### config.mk
export PLATFORM = sky130hd
export DESIGN_NAME = tlrr_pack
export DESIGN_NICKNAME = d
export VERILOG_FILES = /design/src/design/tlrr_pkg.sv /design/src/design/tlrr_pack.sv
export SDC_FILE = /design/constraint.sdc
export NUM_CORES = 1
export LEC_CHECK = 0
export BUFFER_PORTS_ARGS = -buffer_cell sky130_fd_sc_hd__buf_2
export CORE_AREA = 2 2 39 41
export DETAILED_ROUTE_END_ITERATION = 16
export DIE_AREA = 0 0 41 43
export GPL_TIMING_DRIVEN = 0
export PLACE_DENSITY = 0.75
export SYNTH_ARGS = -nofsm -noshare
export SYNTH_HDL_FRONTEND = slang
export SYNTH_SLANG_ARGS = --single-unit
export TNS_END_PERCENT = 5
### constraint.sdc
create_clock -name clk_i -period 2.18 [get_ports clk_i]
set_clock_uncertainty 0.1 [all_clocks]
set_input_delay 0.436 -clock clk_i [delete_from_list [all_inputs] [get_ports clk_i]]
set_output_delay 0.436 -clock clk_i [all_outputs]
set_load 0.01 [all_outputs]
### src/design/tlrr_pkg.sv
package tlrr_pkg;

  localparam int LINE_BYTES  = 16;
  localparam int LINE_PIXELS = LINE_BYTES * 8;
  localparam int PIX_W       = $clog2(LINE_PIXELS);
  localparam int BYTE_CNT_W  = $clog2(LINE_BYTES);

  localparam int SMALL_CELL  = 6;
  localparam int SMALL_COLS  = 5;
  localparam int SMALL_ROWS  = 8;
  localparam int LARGE_CELL  = 18;
  localparam int LARGE_COLS  = 16;
  localparam int LARGE_ROWS  = 26;
  localparam int LARGE_FIRST = 32;
  localparam int LARGE_CELLS = LINE_PIXELS / LARGE_CELL;

  localparam int COL_W  = 5;
  localparam int CELL_W = 5;
  localparam int ROW_W  = 5;

  localparam logic [7:0] CMD_WRITE = 8'h80;
  localparam logic [7:0] PAD_BYTE  = 8'h00;

  typedef enum logic [2:0] {
    MODE_TEXT   = 3'd0,
    MODE_SMALL  = 3'd1,
    MODE_LARGE  = 3'd2,
    MODE_BEGIN  = 3'd3,
    MODE_RENDER = 3'd4,
    MODE_END    = 3'd5
  } mode_e;

  typedef struct packed {
    logic [2:0]  mode;
    logic [11:0] index;
    logic [15:0] value;
    logic [7:0]  row_address;
    logic        large_font;
  } in_req_t;

  typedef struct packed {
    logic [7:0] out_byte;
    logic       msb_first;
    logic       last;
  } out_req_t;

  typedef struct packed {
    logic             start;
    logic             run;
    logic             adv;
    logic             lg_font;
    logic [ROW_W-1:0] row;
  } fetch_ctrl_t;

  typedef struct packed {
    logic valid;
    logic white;
  } pix_t;

endpackage

### src/design/tlrr_pack.sv
module tlrr_pack import tlrr_pkg::*; (
  input  logic       clk_i,
  input  logic       rst_ni,
  input  logic       adv_i,
  input  pix_t       pix_i,
  output logic       emit_o,
  output logic [7:0] line_byte_o,
  output logic       line_end_o
);

  logic [7:0]            sh_q;
  logic [2:0]            bit_q;
  logic [BYTE_CNT_W-1:0] byte_cnt_q;

  // Pixels enter at the top, so the first one ends at bit 0.
  assign line_byte_o = {pix_i.white, sh_q[7:1]};
  assign emit_o      = pix_i.valid && (bit_q == 3'd7);
  assign line_end_o  = emit_o && (byte_cnt_q == BYTE_CNT_W'(LINE_BYTES - 1));

  always_ff @(posedge clk_i or negedge rst_ni) begin
    if (!rst_ni) begin
      bit_q      <= '0;
      byte_cnt_q <= '0;
    end else if (adv_i && pix_i.valid) begin
      bit_q <= bit_q + 1'b1;
      if (emit_o) begin
        byte_cnt_q <= byte_cnt_q + 1'b1;
      end
    end
  end

  always_ff @(posedge clk_i) begin
    if (adv_i && pix_i.valid) begin
      sh_q <= line_byte_o;
    end
  end

endmodule

After elaboration in Yosys (flattened, before gate mapping)

Index checks and enable logic that the tools add are counted.
W data, S select, Z words.

Logic and storage cells: 11
ROM bits: 0
Memories: 0
Memory bits (writable): 0
Latch bits: 0
Bits of input ports: 5
Register bits: 15
Output and inout bits: 10

Eq/ne operators: 2
Multipliers: 0
Shift operators: 0
Reduce and logical (&&, ||, !) cells: 4
Multiplexer cells: 0
Div/mod/pow operators: 0
Add/subtract/negate cells: 2
Bitwise logic cells: 0
Order comparisons: 0

Operators with widths:

| cell                  | count |
|---|---|
| $add A4 B1 Y4 const B | 1 |
| $eq A4 B4 Y1 const B  | 1 |
| $add A3 B1 Y3 const B | 1 |
| $eq A3 B3 Y1 const B  | 1 |
| $logic_and A1 B1 Y1   | 3 |
| $reduce_and A2 Y1     | 1 |

Longest topological paths before layout

Word-level depth: 3
Mapped depth: 5
Depth with buffers taken out: 5

Worst setup path before layout

Ideal clock, no wire load.

Path type: reg-to-output
From: register bit_q[0]
To: output line_end_o
Cell stages (with the launch flop): 5
Path slack: 0.461 ns
Arrival time: 1.183 ns
Buffers on the path: 0
Data required time: 1.644 ns
Path through: dfrtp_1 ha_1 ha_1 and2_2 and4_1

Longest elaborated chain between the ends: 3

Ends and longest elaborated chain:

| item                   | RTL line        | RTL |
|---|---|---|
| start, declared        | tlrr_pack.sv:12 | `logic [2:0] bit_q;` |
| start signal, assigned | tlrr_pack.sv:25 | `bit_q <= bit_q + 1'b1;` |
| $eq A3 B3 Y1           | tlrr_pack.sv:17 | `assign emit_o = pix_i.valid && (bit_q == 3'd7);` |
| $logic_and A1 B1 Y1    | tlrr_pack.sv:17 |  |
| named net emit_o       | tlrr_pack.sv:6  | `output logic emit_o,` |
| $logic_and A1 B1 Y1    | tlrr_pack.sv:18 | `assign line_end_o = emit_o && (byte_cnt_q == BYTE_CNT_W'(LINE_BYTES - 1));` |
| end, declared          | tlrr_pack.sv:8  | `output logic line_end_o` |

The timed path passes the listed nets, and every way through them passes these cells.

Worst setup path in the final report

From: register bit_q[0]
To: output line_end_o

Longest elaborated chain between the ends: 3

Ends and longest elaborated chain:

| item                | RTL line |
|---|---|
| $eq A3 B3 Y1        | tlrr_pack.sv:17 |
| $logic_and A1 B1 Y1 | tlrr_pack.sv:17 |
| $logic_and A1 B1 Y1 | tlrr_pack.sv:18 |

No other way between the ends.

==> summary.md <==
| Metric | Value |
|---|---|
| Top achievable clock speed | `479 MHz` |
| H-Tree Depth | `1` |
| CP Max Fanout | `3` |
| Sink Count | `14` |
| Initial antenna violation count | `0` |
| DR WL/cell | `12.4 um` |
| Mapped Nets | `41` |
| # IOs | `15` |
| Nets | `62` |
| R2R cell count | `4` |
| Root buffer cell | `clkbuf_4` |
| GP Congestion | `0.667` |
| Final setup viols | `0` |
| I/O Buffers | `14` |
| FF+latch area | `385 um2` |
| Post-DR vias/cell | `4.75` |
| CTS max path bufs | `2` |
| Critical path capture point type | `output port` |
| Crit path buf inv count | `1` |
| CP Launch Type | `register` |
| Max Cap Viol | `0` |
| Max stage delay cell, worst path | `dfrtp_1` |
| Die width | `41 um` |
| Total grt overflow | `0` |
| Ant diodes | `0` |
| Layout filler cell count | `131` |
| Vias in the first global route | `roughly 310` |
| 1st-pass router iterations | `2` |
| Top delay family on crit path | `flip-flops` |
| FP Rows | `14` |
| Hold Startpoint | `pix_i[0]` |
| Share of cells above drive strength 1 | `49.1%` |
| WHS Endpoint | `sh_q[7]$_DFFE_PP_` |
| Slew HR | `81.5%` |
| Critical Path AT | `1.55 ns` |
| Total of warnings raised by yosys | `0` |
| Routed WL | `856 um` |
| DR vias | `between 300 and 400` |
| RSZ-0062 raised after global routing | `no` |
| CTS tree | `yes` |
| Clk_lat worst skew | `0.27 ns` |
| Crit Path Class | `reg2out` |
| Area grow syn2layout | `24.7%` |
| Synth Instances | `33` |
| Hold Path Class | `in2reg` |
| CORE AREA | `1380 um2` |
| Hold path depth | `1` |
| Final hold vios | `0` |
| Fin crit share | `95.7%` |
| Worst path max stage delay | `0.40 ns` |
| Peak supply drop | `0.484 mV` |
| Placed insts | `63` |
| First-pass GRT wire length | `1.35 mm` |
| WP data required | `~1.6 ns` |
| Average instance area after synthesis | `16.8 um2` |
| Leakage power | `0.318 nW` |
| Die Area | `about 1800 um2` |
| Area of the multi-input gates | `159 um2` |
| Power Density | `999 nW/um2` |
| Largest net degree at the start of global routing | `9` |
| R2r setup slk | `0.78 ns` |
| Max-slew violations | `0` |
| Hold WS | `approximately 0.25 ns` |
| CTS Buf Count | `3` |
| R2R Path Start | `bit_q[0]$_DFFE_PN0P_` |
| CTS clock-pin slew for the worst setup and hold paths | `0.08 ns` |
| Netlist cell types | `15` |
| Critical-path cell list | `ha_1, ha_2, and2_2, and4_1, buf_2` |
| Critical R2R Capture | `byte_cnt_q[1]$_DFFE_PN0P_` |
| Area of the mapped netlist | `553 um2` |
| Worst Max-Slew Pin Slew | `0.277 ns` |
| Die Y | `43 um` |
| Fin cells | `69` |
| Outcome | `finished clean` |
| Fin util | `between 40% and 50%` |
| Antenna Violating Nets Remaining | `0` |
| Period minus WS final | `2.09 ns` |
| DRC | `0` |
| Total track usage | `12.2%` |
| Initial DRC count | `1` |
| Yosys reg bits | `14` |
| Seq/Total Area, Yosys | `roughly 70%` |
| Post-Route Setup TNS | `0 ns` |
| Starting Density | `40.0%` |
power by group:
part | internal, W | switching [W]
Combinational | 0.0000976 | 0.0000638
Clock | 0.0000708 | 0.0000795
Sequential | 0.000336 | 0.0000404
layout make-up:
cell class                      instances  share of cell area, %
Buffer                                  1                   1.09
Clock buffer                            4                   3.81
Inverter                                1                  0.544
Multi-Input combinational cell         17                   23.0
Sequential cell                        14                   55.9
Tap cell                               16                   2.90
Timing Repair Buffer                   16                   12.7
worst max path at each step:
stage	startpoint	to	slack, ns	depth (start not counted)
after floorplan	bit_q[0]$_DFFE_PN0P_	line_end_o	0.46	4
after global placement	bit_q[0]$_DFFE_PN0P_	line_end_o	0.36	5
after detailed placement	bit_q[0]$_DFFE_PN0P_	line_end_o	0.35	5
after CTS	bit_q[0]$_DFFE_PN0P_	line_end_o	0.05	5
after global routing	bit_q[0]$_DFFE_PN0P_	line_end_o	0.01	5
final	bit_q[0]$_DFFE_PN0P_	line_end_o	0.09	5
registers in the layout (all words and copies together), names as in the netlist:
| signal | cells |
|---|---|
| sh_q | 7 |
| byte_cnt_q | 4 |
| bit_q | 3 |
routing by layer:
layer  routed length (um)  track usage [%]  vias up
li1                     -                -      157
met1                  385             15.5      162
met2                  425             15.6        9
met3                   45             7.85        0
met4                    0             6.00        0
met5                    0                0        -
stage by stage:
| stage | area (um2) | total power (W) | setup WS, ns |
|---|---|---|---|
| 2_1_floorplan | 553 | 0.000482 | 0.461 |
| 3_3_place_gp | 643 | 0.000516 | 0.356 |
| 3_5_place_dp | 643 | 0.000530 | 0.354 |
| 4_1_cts | 679 | 0.000680 | 0.0450 |
| 5_1_grt | 689 | 0.000741 | 0.0101 |
| 6_report | 689 | 0.000689 | 0.0931 |
worst reg2reg max path, stage by stage, from the launching register on:
cell and delay (ns):
dfrtp_1 0.40, ha_1 0.21, ha_2 0.17, nand3_2 0.10
mux2_4 0.31
cells by family after synthesis:
logic type | after synthesis | synth area share, %
buffers and inverters | 2 | 2.04
AND/OR/NAND/NOR | 7 | 8.37
multiplexers | 3 | 6.79
XOR/XNOR | 4 | 6.34
adder cells (fa/ha/maj) | 3 | 6.79
flip-flops | 14 | 69.7
synth_stat cells (all sizes together):
| library cell | instances | area share [%] |
|---|---|---|
| edfxtp | 7 | 38 |
| and2 | 1 | 1.4 |
| nor2 | 1 | 0.68 |
| mux2 | 3 | 6.8 |
| and4 | 1 | 1.6 |
| inv | 1 | 0.68 |
| nand3 | 3 | 3.6 |
| xor2 | 1 | 1.6 |
| ha | 3 | 6.8 |
| xnor2 | 3 | 4.8 |
| dfrtp | 7 | 32 |
| buf | 1 | 1.4 |
| nand2 | 1 | 1.1 |
placed cells by master, fill, tap and decap left out:
master / instances
ha_2: 1
inv_1: 1
clkbuf_1: 1
xnor2_1: 3
and4_1: 1
mux2_4: 1
dlygate4sd3_1: 1
nand3_2: 1
xor2_1: 1
edfxtp_1: 7
clkbuf_4: 3
buf_2: 14
nor2_1: 1
and2_2: 1
nand2_2: 1
buf_4: 2
ha_1: 2
nand3_1: 2
dfrtp_1: 7
mux2_2: 2
repair_timing:
item	in CTS	in global routing
endpoints found under the hold margin	7	0
setup buffers	0	1
endpoints found under the setup margin	0	1
hold buffers	1	0
gates resized for setup	0	1
Power figures use the tool's default switching activity.
